<file path="src/hdl/six_bit_color_packer_core_assert.svh">
// ----------------------------------------------------------------------------
// Six-bit color packer assertion macros
// Shorthand for the concurrent checks of the packer core, clocked on clk and
// quiet while arst_n is low.
// ----------------------------------------------------------------------------
`ifndef SIX_BIT_COLOR_PACKER_CORE_ASSERT_SVH
`define SIX_BIT_COLOR_PACKER_CORE_ASSERT_SVH

// The consequent must hold in the same cycle as the antecedent.
`define CPK_ASSERT_SAME(lbl, ante, cons, msg) \
	lbl: assert property (@(posedge clk) disable iff (!arst_n) (ante) |-> (cons)) \
		else $error(msg);

// The consequent must hold in the cycle after the antecedent.
`define CPK_ASSERT_NEXT(lbl, ante, cons, msg) \
	lbl: assert property (@(posedge clk) disable iff (!arst_n) (ante) |=> (cons)) \
		else $error(msg);

`endif

</file>
<file path="src/hdl/cpk_pkg.sv">
// ----------------------------------------------------------------------------
// Six-bit color packer package
// Shared types, constants and the single-value packing step.
// ----------------------------------------------------------------------------
`default_nettype none

package cpk_pkg;

	// Most results one transaction can cause.
	localparam int NUM_OUT = 3;

	// Keeps the top six bits of a channel.
	localparam logic [7:0] KEEP_MASK = 8'hFC;

	// Phase codes: where the pending bits stand in the packing or unpacking cycle.
	localparam logic [1:0] PH_EMPTY = 2'd0;
	localparam logic [1:0] PH_ONE   = 2'd1;
	localparam logic [1:0] PH_TWO   = 2'd2;
	localparam logic [1:0] PH_THREE = 2'd3;

	// Configuration register indexes.
	typedef enum logic [1:0] {
		CFG_UNPACK_MODE = 2'd0,
		CFG_GREY_MODE   = 2'd1
	} cfg_index_t;

	typedef struct packed {
		logic [7:0] red;
		logic [7:0] green;
		logic [7:0] blue;
		logic [7:0] packed_byte;
		logic       frame_last;
	} item_t;

	typedef struct packed {
		logic [1:0] phase;
		logic [7:0] partial;
	} pack_state_t;

	// All results of one transaction, as loaded into the result buffer.
	typedef struct packed {
		logic [NUM_OUT-1:0][7:0] data;
		logic [1:0]              last_idx;
		logic                    frame_last;
	} batch_t;

	typedef struct packed {
		logic       emit;
		logic [7:0] data;
		logic [1:0] phase;
		logic [7:0] partial;
	} pack_step_t;

	// Appends one six-bit value (top bits of v) to the pending bits.
	function automatic pack_step_t pack_step(input logic [1:0] phase,
		input logic [7:0] partial, input logic [7:0] v);
		pack_step_t r;
		logic [7:0] val;
		val = v & KEEP_MASK;
		r.emit = 1'b1;
		case (phase)
			PH_EMPTY: begin
				r.emit    = 1'b0;
				r.data    = '0;
				r.partial = val;
				r.phase   = PH_ONE;
			end
			PH_ONE: begin
				r.data    = partial | {6'd0, val[7:6]};
				r.partial = {val[5:0], 2'd0};
				r.phase   = PH_TWO;
			end
			PH_TWO: begin
				r.data    = partial | {4'd0, val[7:4]};
				r.partial = {val[3:0], 4'd0};
				r.phase   = PH_THREE;
			end
			default: begin
				r.data    = partial | {2'd0, val[7:2]};
				r.partial = '0;
				r.phase   = PH_EMPTY;
			end
		endcase
		return r;
	endfunction

endpackage

`default_nettype wire

</file>
<file path="src/hdl/cpk_compute.sv">
// ----------------------------------------------------------------------------
// Six-bit color packer datapath
// Turns one registered item and the held phase into its results and the next
// phase and partial byte.
// ----------------------------------------------------------------------------
`default_nettype none

module cpk_compute (
	input  wire logic                 unpack_mode,
	input  wire logic                 grey_mode,
	input  wire cpk_pkg::item_t       item,
	input  wire cpk_pkg::pack_state_t state,
	output cpk_pkg::batch_t           batch,
	output cpk_pkg::pack_state_t      next_state
);

	// floor(sum / 3) as (sum * 683) >> 11, exact for sums up to 765.
	localparam logic [9:0] GREY_RECIP = 10'd683;
	localparam int         GREY_SHIFT = 11;

	logic [9:0]                       sum;
	logic [19:0]                      prod;
	logic [7:0]                       avg;
	logic [cpk_pkg::NUM_OUT-1:0][7:0] vals;
	cpk_pkg::pack_step_t              st;
	logic [1:0]                       n;
	logic [1:0]                       ph;
	logic [7:0]                       pt;
	logic [7:0]                       pb;

	assign sum  = {2'd0, item.red} + {2'd0, item.green} + {2'd0, item.blue};
	assign prod = {10'd0, sum} * {10'd0, GREY_RECIP};
	assign avg  = prod[GREY_SHIFT +: 8];
	assign pb   = item.packed_byte;

	always_comb begin
		if (grey_mode) begin
			vals = {avg, avg, avg};
		end else begin
			vals = {item.blue, item.green, item.red};
		end
		batch.data = '0;
		st         = '0;
		n          = '0;
		ph         = state.phase;
		pt         = state.partial;
		if (!unpack_mode) begin
			for (int i = 0; i < cpk_pkg::NUM_OUT; i++) begin
				st = cpk_pkg::pack_step(ph, pt, vals[i]);
				if (st.emit) begin
					batch.data[n] = st.data;
					n = n + 2'd1;
				end
				ph = st.phase;
				pt = st.partial;
			end
			// Pad and send out whatever is still pending at the end of a frame.
			if (item.frame_last && ph != cpk_pkg::PH_EMPTY) begin
				batch.data[n] = pt;
				n = n + 2'd1;
			end
		end else begin
			case (state.phase)
				cpk_pkg::PH_ONE: begin
					batch.data[0] = (state.partial | {2'd0, pb[7:2]}) & cpk_pkg::KEEP_MASK;
					pt = {pb[3:0], 4'd0};
					ph = cpk_pkg::PH_TWO;
					n  = 2'd1;
				end
				cpk_pkg::PH_TWO: begin
					batch.data[0] = (state.partial | {4'd0, pb[7:4]}) & cpk_pkg::KEEP_MASK;
					batch.data[1] = {pb[5:0], 2'd0};
					pt = '0;
					ph = cpk_pkg::PH_EMPTY;
					n  = 2'd2;
				end
				default: begin
					// A phase of three cannot come from unpacking; its bits are dropped.
					batch.data[0] = pb & cpk_pkg::KEEP_MASK;
					pt = {pb[1:0], 6'd0};
					ph = cpk_pkg::PH_ONE;
					n  = 2'd1;
				end
			endcase
		end
		if (item.frame_last) begin
			ph = cpk_pkg::PH_EMPTY;
			pt = '0;
		end
		batch.last_idx     = n - 2'd1;
		batch.frame_last   = item.frame_last;
		next_state.phase   = ph;
		next_state.partial = pt;
	end

endmodule

`default_nettype wire

</file>
<file path="src/hdl/cpk_result_buf.sv">
// ----------------------------------------------------------------------------
// Six-bit color packer result buffer
// Holds the results of one item and hands them out one per transaction.
// ----------------------------------------------------------------------------
`default_nettype none

module cpk_result_buf (
	input  wire logic            clk,
	input  wire logic            arst_n,
	input  wire logic            load,
	input  wire cpk_pkg::batch_t batch,
	output logic                 free,
	output logic                 out_valid,
	input  wire logic            out_ready,
	output logic [7:0]           out_byte,
	output logic                 run_last,
	output logic                 frame_done
);

	logic            valid_q;
	logic [1:0]      idx_q;
	cpk_pkg::batch_t batch_q;
	logic            take;
	logic            at_last;

	assign at_last    = idx_q == batch_q.last_idx;
	assign take       = valid_q && out_ready;
	assign free       = !valid_q || (take && at_last);
	assign out_valid  = valid_q;
	assign out_byte   = batch_q.data[idx_q];
	assign run_last   = at_last;
	assign frame_done = at_last && batch_q.frame_last;

	always_ff @(posedge clk or negedge arst_n) begin
		if (!arst_n) begin
			valid_q <= 1'b0;
			idx_q   <= '0;
		end else if (load) begin
			valid_q <= 1'b1;
			idx_q   <= '0;
		end else if (take) begin
			if (at_last) begin
				valid_q <= 1'b0;
			end else begin
				idx_q <= idx_q + 2'd1;
			end
		end
	end

	always_ff @(posedge clk) begin
		if (load) begin
			batch_q <= batch;
		end
	end

endmodule

`default_nettype wire

</file>
<file path="src/hdl/six_bit_color_packer_core.sv">
// ----------------------------------------------------------------------------
// Six-bit color packer core
// Packs RGB pixels into a stream of six-bit values, four to three bytes, or
// unpacks such a stream back into byte-aligned values.
// ----------------------------------------------------------------------------
// An item passes through the input register and then hands out its results one
// at a time on the one-byte output channel: a pixel gives two or three bytes,
// a packed byte one or two values. A long pixel frame averages two and a
// quarter bytes per pixel, since a pixel carries eighteen bits, plus one flush
// byte at a frame end with bits pending; an unpack stream gives four values
// for every three bytes. The output channel sets the pace; the datapath itself
// is combinational, and the next item moves into the result buffer in the
// same cycle in which the last result of the previous one is taken, so
// back-to-back items see no bubble. While results drain, the input register
// can already hold the following item. The mode registers may only be
// written while the core is idle; a write does not touch the held phase or
// partial byte.
`default_nettype none

`include "six_bit_color_packer_core_assert.svh"

module six_bit_color_packer_core (
	input  wire logic       clk,
	input  wire logic       arst_n,
	// Configuration write channel.
	input  wire logic       cfg_valid,
	output logic            cfg_ready,
	input  wire logic [1:0] cfg_index,
	input  wire logic       cfg_data,
	// Input item channel.
	input  wire logic       in_valid,
	output logic            in_ready,
	input  wire logic [7:0] red,
	input  wire logic [7:0] green,
	input  wire logic [7:0] blue,
	input  wire logic [7:0] packed_byte,
	input  wire logic       frame_last,
	// Result channel.
	output logic            out_valid,
	input  wire logic       out_ready,
	output logic [7:0]      out_byte,
	output logic            run_last,
	output logic            frame_done
);

	// Mode registers. They are always ready, since a write just loads the register.
	logic unpack_mode_q;
	logic grey_mode_q;

	// Input register stage and the packing state that carries across items.
	logic                 valid_s1;
	cpk_pkg::item_t       item_s1;
	cpk_pkg::pack_state_t state_q;

	cpk_pkg::batch_t      batch;
	cpk_pkg::pack_state_t next_state;
	logic                 buf_free;
	logic                 xfer;

	assign cfg_ready = 1'b1;

	always_ff @(posedge clk or negedge arst_n) begin
		if (!arst_n) begin
			unpack_mode_q <= 1'b0;
			grey_mode_q   <= 1'b0;
		end else if (cfg_valid) begin
			unique case (cfg_index)
				cpk_pkg::CFG_UNPACK_MODE: unpack_mode_q <= cfg_data;
				cpk_pkg::CFG_GREY_MODE:   grey_mode_q   <= cfg_data;
				default: ;
			endcase
		end
	end

	// The registered item moves on when the result buffer is empty or is
	// handing out its final result in this cycle.
	assign xfer     = valid_s1 && buf_free;
	assign in_ready = !valid_s1 || xfer;

	always_ff @(posedge clk or negedge arst_n) begin
		if (!arst_n) begin
			valid_s1 <= 1'b0;
		end else if (in_ready) begin
			valid_s1 <= in_valid;
		end
	end

	always_ff @(posedge clk) begin
		if (in_valid && in_ready) begin
			item_s1.red         <= red;
			item_s1.green       <= green;
			item_s1.blue        <= blue;
			item_s1.packed_byte <= packed_byte;
			item_s1.frame_last  <= frame_last;
		end
	end

	// Phase and partial byte advance once per item, as it enters the buffer.
	always_ff @(posedge clk or negedge arst_n) begin
		if (!arst_n) begin
			state_q <= '0;
		end else if (xfer) begin
			state_q <= next_state;
		end
	end

	cpk_compute u_compute (
		.unpack_mode (unpack_mode_q),
		.grey_mode   (grey_mode_q),
		.item        (item_s1),
		.state       (state_q),
		.batch       (batch),
		.next_state  (next_state)
	);

	cpk_result_buf u_result_buf (
		.clk        (clk),
		.arst_n     (arst_n),
		.load       (xfer),
		.batch      (batch),
		.free       (buf_free),
		.out_valid  (out_valid),
		.out_ready  (out_ready),
		.out_byte   (out_byte),
		.run_last   (run_last),
		.frame_done (frame_done)
	);

	// A pixel always yields at least two bytes.
	`CPK_ASSERT_SAME(a_pack_count, xfer && !unpack_mode_q, batch.last_idx != 2'd0,
		"pixel gave fewer than two results")
	// A packed byte yields one or two values, never three.
	`CPK_ASSERT_SAME(a_unpack_count, xfer && unpack_mode_q, batch.last_idx != 2'd2,
		"packed byte gave three results")
	// An item moved into the buffer is presented on the next cycle.
	`CPK_ASSERT_NEXT(a_load_shows, xfer, out_valid, "loaded results not presented")

endmodule

`default_nettype wire

</file>
<file path="config.mk">
export PLATFORM = sky130hd
export DESIGN_NAME = six_bit_color_packer_core
export DESIGN_NICKNAME = d
export VERILOG_FILES = /design/src/hdl/cpk_pkg.sv /design/src/hdl/cpk_compute.sv /design/src/hdl/cpk_result_buf.sv /design/src/hdl/six_bit_color_packer_core.sv
export VERILOG_INCLUDE_DIRS = /design/src /design/src/hdl
export SDC_FILE = /design/constraint.sdc
export NUM_CORES = 1
export LEC_CHECK = 0
export BUFFER_PORTS_ARGS = -buffer_cell sky130_fd_sc_hd__buf_2
export CORE_MARGIN = 3
export CORE_UTILIZATION = 62
export DETAILED_ROUTE_END_ITERATION = 12
export GPL_ROUTABILITY_DRIVEN = 0
export PLACE_DENSITY_LB_ADDON = 0.25
export SYNTH_ARGS = -nofsm -noshare
export SYNTH_HDL_FRONTEND = slang
export SYNTH_HIERARCHICAL = 1
export SYNTH_SLANG_ARGS = --single-unit
</file>
<file path="constraint.sdc">
create_clock -name clk -period 9.8 [get_ports clk]
set_input_delay 0.98 -clock clk [delete_from_list [all_inputs] [get_ports clk]]
set_output_delay 0.98 -clock clk [all_outputs]
set_load 0.01 [all_outputs]
</file>
After elaboration in Yosys (flattened, before gate mapping)
Cells that the tools add are included.

Output and inout port bits: 13. Register bits after elaboration: 76. Input bits: 41.

Bitwise operators: 11. Equal/unequal tests: 9. Reductions and logical operators: 24. Multiplexer cells: 55. Add/sub/neg operators: 7. $mul: 1. Magnitude comparators: 7.

Operators with widths (number): $pmux 18 s3 (3); $mux 24 (6); $bwmux 24 (3); $mux 8 (9); $mux 18 (3); $demux 8 s2 (3); $or 8x4->8 (4); $or 8x6->8 (4); $pmux 8 s2 (2); $mux 2 (13); $or 8x2->8 (3); $mul 10x10->19 const B (1); $bmux 8 s2 (1); $mux 16 (1); $lt 2x3->1 const B (4); $add 10x8->10 (1); $mux 1 (10); $add 8x8->9 (1); $logic_and 1x1->1 (9); $add 2x1->2 const B (4); $eq 2x1->1 const B (4); $logic_not 2->1 (4); $reduce_and 2->1 (4); $eq 2x2->1 const B (3); other kinds (8) (14).

Logic depth before layout (Yosys ltp)
Depth in word-level cells: 22. Gate-level depth with buffers: 31. Gate-level depth less buffers: 31.

Hierarchy
Netlist, hierarchy kept.

Modules (own cells, without submodules): cpk_compute (area an instance 3926.3 µm², times used 1, cells an instance 525); six_bit_color_packer_core (area an instance 1551.5 µm², times used 1, cells an instance 68); cpk_result_buf (area an instance 1193.6 µm², times used 1, cells an instance 75).

Worst setup path after synthesis
Ideal clock, no wire load.

Kind: register to register. From: register item_s1[11] in the netlist's numbering. To: register u_result_buf/batch_q[10] in the netlist's numbering (data pin). Library setup time: 0.259 ns. Path slack: 2.814 ns. Arrival: 6.727 ns. Clock period less this slack: 6.986 ns. Stages on the path, launching flop included: 25. Path buffers: 0. Data required time: 9.541 ns. Cell sequence: edfxtp_1 > fa_1 > ha_1 > a21o_1 > a21oi_1 > o21bai_1 > a21oi_1 > o21bai_1 > a21oi_1 > xor2_1 > xnor2_1 > ha_1 > fa_1 > fa_1 > fa_1 > ha_1 > a21o_1 > a221o_1 > a21oi_2 > o211a_4 > mux2i_2 > or2_4 > a222oi_1 > o2bb2ai_1 > o31a_1.

RTL lines: start, declared (line six_bit_color_packer_core.sv:52) `cpk_pkg::item_t item_s1;`; end signal, assigned (line cpk_result_buf.sv:52) `batch_q <= batch;`; end, declared (line cpk_result_buf.sv:22) `cpk_pkg::batch_t batch_q;`.

==> metrics.csv <==
metric,value,unit
status,"complete, no violations",
Remaining DRCs,0,
synthesis-to-layout area growth,7.45,%
Main synth FF type,edfxtp_1,
Core Area,10400,µm²
initial antenna violation count,1,
Post-synth EDFFs,60,
clock latency on the worst-skew pair,0.37,ns
Worst Hold Class,primary input to asynchronous set/reset pin,
yosys warns,6,
Tmin final,7.93,ns
Sink Count,76,
IO Count,54,
drt initial violations,1073,
worst r2r src,item_s1[19],
initial core utilization,64.0,%
Post-Route Skew,0.0124,ns
Post-Route WL,16.8,mm
max incr delay on CP,0.60,ns
Die Span Y,110,µm
setup TNS,0,ns
Slew @ Worst Pin,1.19,ns
Synth Cell Area,6670,µm²
row cnt,37,
post-synth cell types,78,
RSZ-0062 raised after global routing,no,
post-cts repair resize count,0,
share of post-route cells with drive strength above 1,15.5,%
Post-CTS Hold Buffers,0,
"count leader, synth",ha_1,
Post-CTS Repair Setup Buffers,0,
CP most frequent cell,fa_1,
Pre-antenna DRT Iters,6,
placed cell count,828,
post-DP HPWL,12.8,mm
CP arrival,8.08,ns
Worst-path clk slew,0.09,ns
"Seq/Total Area, Yosys",33.0,%
Antenna diodes,0,
CTS tree,yes,
Worst EP required,9.95,ns
Tcrit/Tclk final,80.9,%
routed length per instance,19.9,µm
asr flop ratio synth,21.1,%
die width,110,µm
flop2flop setup slack,1.87,ns
kind of end point of the critical path,flop,
post-route ant nets,0,
Num CTS Buffers,9,
#FFs+latches synth,76,
grt total ovfl,0,
area fraction of the dominant cell type after synthesis,27.0,%
Layout Nets,842,
mean post-synth cell area,9.99,µm²
CP Class,flop to flop,
leading post-synthesis cells by cell area,"edfxtp_1 27%, ha_1 13%, fa_1 8.7%",
largest net degree at the start of global routing,35,
Synth top cells by count,"69 x ha_1, 61 x inv_1, 60 x edfxtp_1, 50 x nand2_1, 38 x nor2_1",
cells after synthesis,668,
critical path's top delay family,adder cells,
CP Depth,24,
H-tree Lvls,3,
deepest clock path buffer count,2,
startpoint types,flop,
vias in the first global route,5344,
Worst Setup SP,item_s1[19],
final hold violation count,0,
Max Freq,126,MHz
relative slew slack,20.3,%
routed vias,5632,
Crit Path Max Fanout,5,
Die ar.,12000,µm²
Final Setup Violations,0,
"Buf+Inv Stages, Crit Path",0,
first-pass GRT wire length,27.0,mm
average vias per placed instance,6.67,
R2R depth,24,
fin cells,844,
slowest CP cell,fa_1,
Max Slew Vio Count,0,
IO Port Bufs,52,
overall fraction of global-route tracks in use,29.4,%
Max-cap violations,0,
cell taking the most area after synthesis,edfxtp_1,
CTS root buf,clkbuf_8,
crit path cell chain,fa_1 -> ha_1 -> a21o_1 -> a21oi_1 -> o21bai_1 -> a21oi_1 -> o21bai_1 -> a21oi_1 -> xor2_1 -> xnor2_1 -> ha_1 -> fa_1 -> fa_1 -> fa_1 -> ha_1 -> a21o_1 -> a221o_1 -> a21oi_2 -> o211a_4 -> mux2i_1 -> nor4_1 -> a2111oi_0 -> o21ai_0 -> a31oi_1,
[layout make-up]
type,count,area (µm²)
fill,821,3250
inverter,63,236
clock buffer,9,124
sequential,76,2200
tap,136,170
clock inverter,7,57.6
multi-input combinational,497,4090
timing repair buffer,56,290
[registers in the layout, summed over array words and instances (netlist names)]
signal,flops
grey_mode_q,1
item_s1,33
state_q,10
u_result_buf/batch_q,27
u_result_buf/idx_q,2
u_result_buf/out_valid,1
unpack_mode_q,1
valid_s1,1
[cells by family (layout without fill, tap and decap cells)]
family,after synthesis,in the layout,synth area share [%]
compound gates,183,183,19.5
simple gates,166,166,12.1
fa+ha+maj,98,98,21.6
buf+inv,96,135,5.78
flops,76,76,33.0
mux,28,28,5.18
xor+xnor,19,19,2.72
other cells,2,3,0.113
[layout by cell type, fill, tap and decap left out, types with 8 or more instances in the layout]
| cell | netlist | routed |
|---|---|---|
| a21oi_1 | 35 | 35 |
| o221ai_1 | 13 | 13 |
| fa_1 | 29 | 29 |
| nand3_1 | 21 | 21 |
| mux2i_1 | 11 | 11 |
| buf_2 | 2 | 52 |
| o21ai_1 | 9 | 9 |
| mux2_4 | 11 | 11 |
| nor2_1 | 38 | 38 |
| ha_1 | 69 | 69 |
| dfrtp_1 | 16 | 16 |
| o21ai_0 | 29 | 29 |
| inv_1 | 61 | 61 |
| clkbuf_8 | 0 | 9 |
| nand2b_1 | 8 | 8 |
| xnor2_1 | 11 | 11 |
| a21o_1 | 10 | 10 |
| edfxtp_1 | 60 | 60 |
| nand4_1 | 9 | 9 |
| nand2_1 | 50 | 50 |
[worst paths after layout]
path	to
max in group asynchronous	state_q[0]
max reg2reg	u_result_buf/batch_q[4]
max	u_result_buf/batch_q[4]
min	u_result_buf/idx_q[0]
min reg2reg	state_q[7]
min in group clk	state_q[7]
[metrics by stage]
stage	setup WS, ns	util (%)	hold slack [ns]	area, µm²
after floorplan	2.81	-	0.479	6680
after global placement	2.09	67.1	0.526	6990
after detailed placement	1.97	67.1	0.536	6990
after CTS	1.96	68.8	0.528	7170
after global routing	1.46	68.8	0.536	7170
final	1.87	68.8	0.526	7170
[metal layers]
metal | part of all wire [%] | wire, µm | vias up | track usage, %
met5 | 0.24 | 41 | - | 0
met4 | 4.2 | 700 | 2 | 10.3
met3 | 10 | 1730 | 88 | 5.93
met2 | 44 | 7400 | 366 | 43.9
met1 | 41 | 6950 | 2642 | 42.6
li1 | - | - | 2534 | -
Power is left out: the tool's default activity adds up to more than one toggle a clock period on the data nets, which glitch-free logic cannot reach.
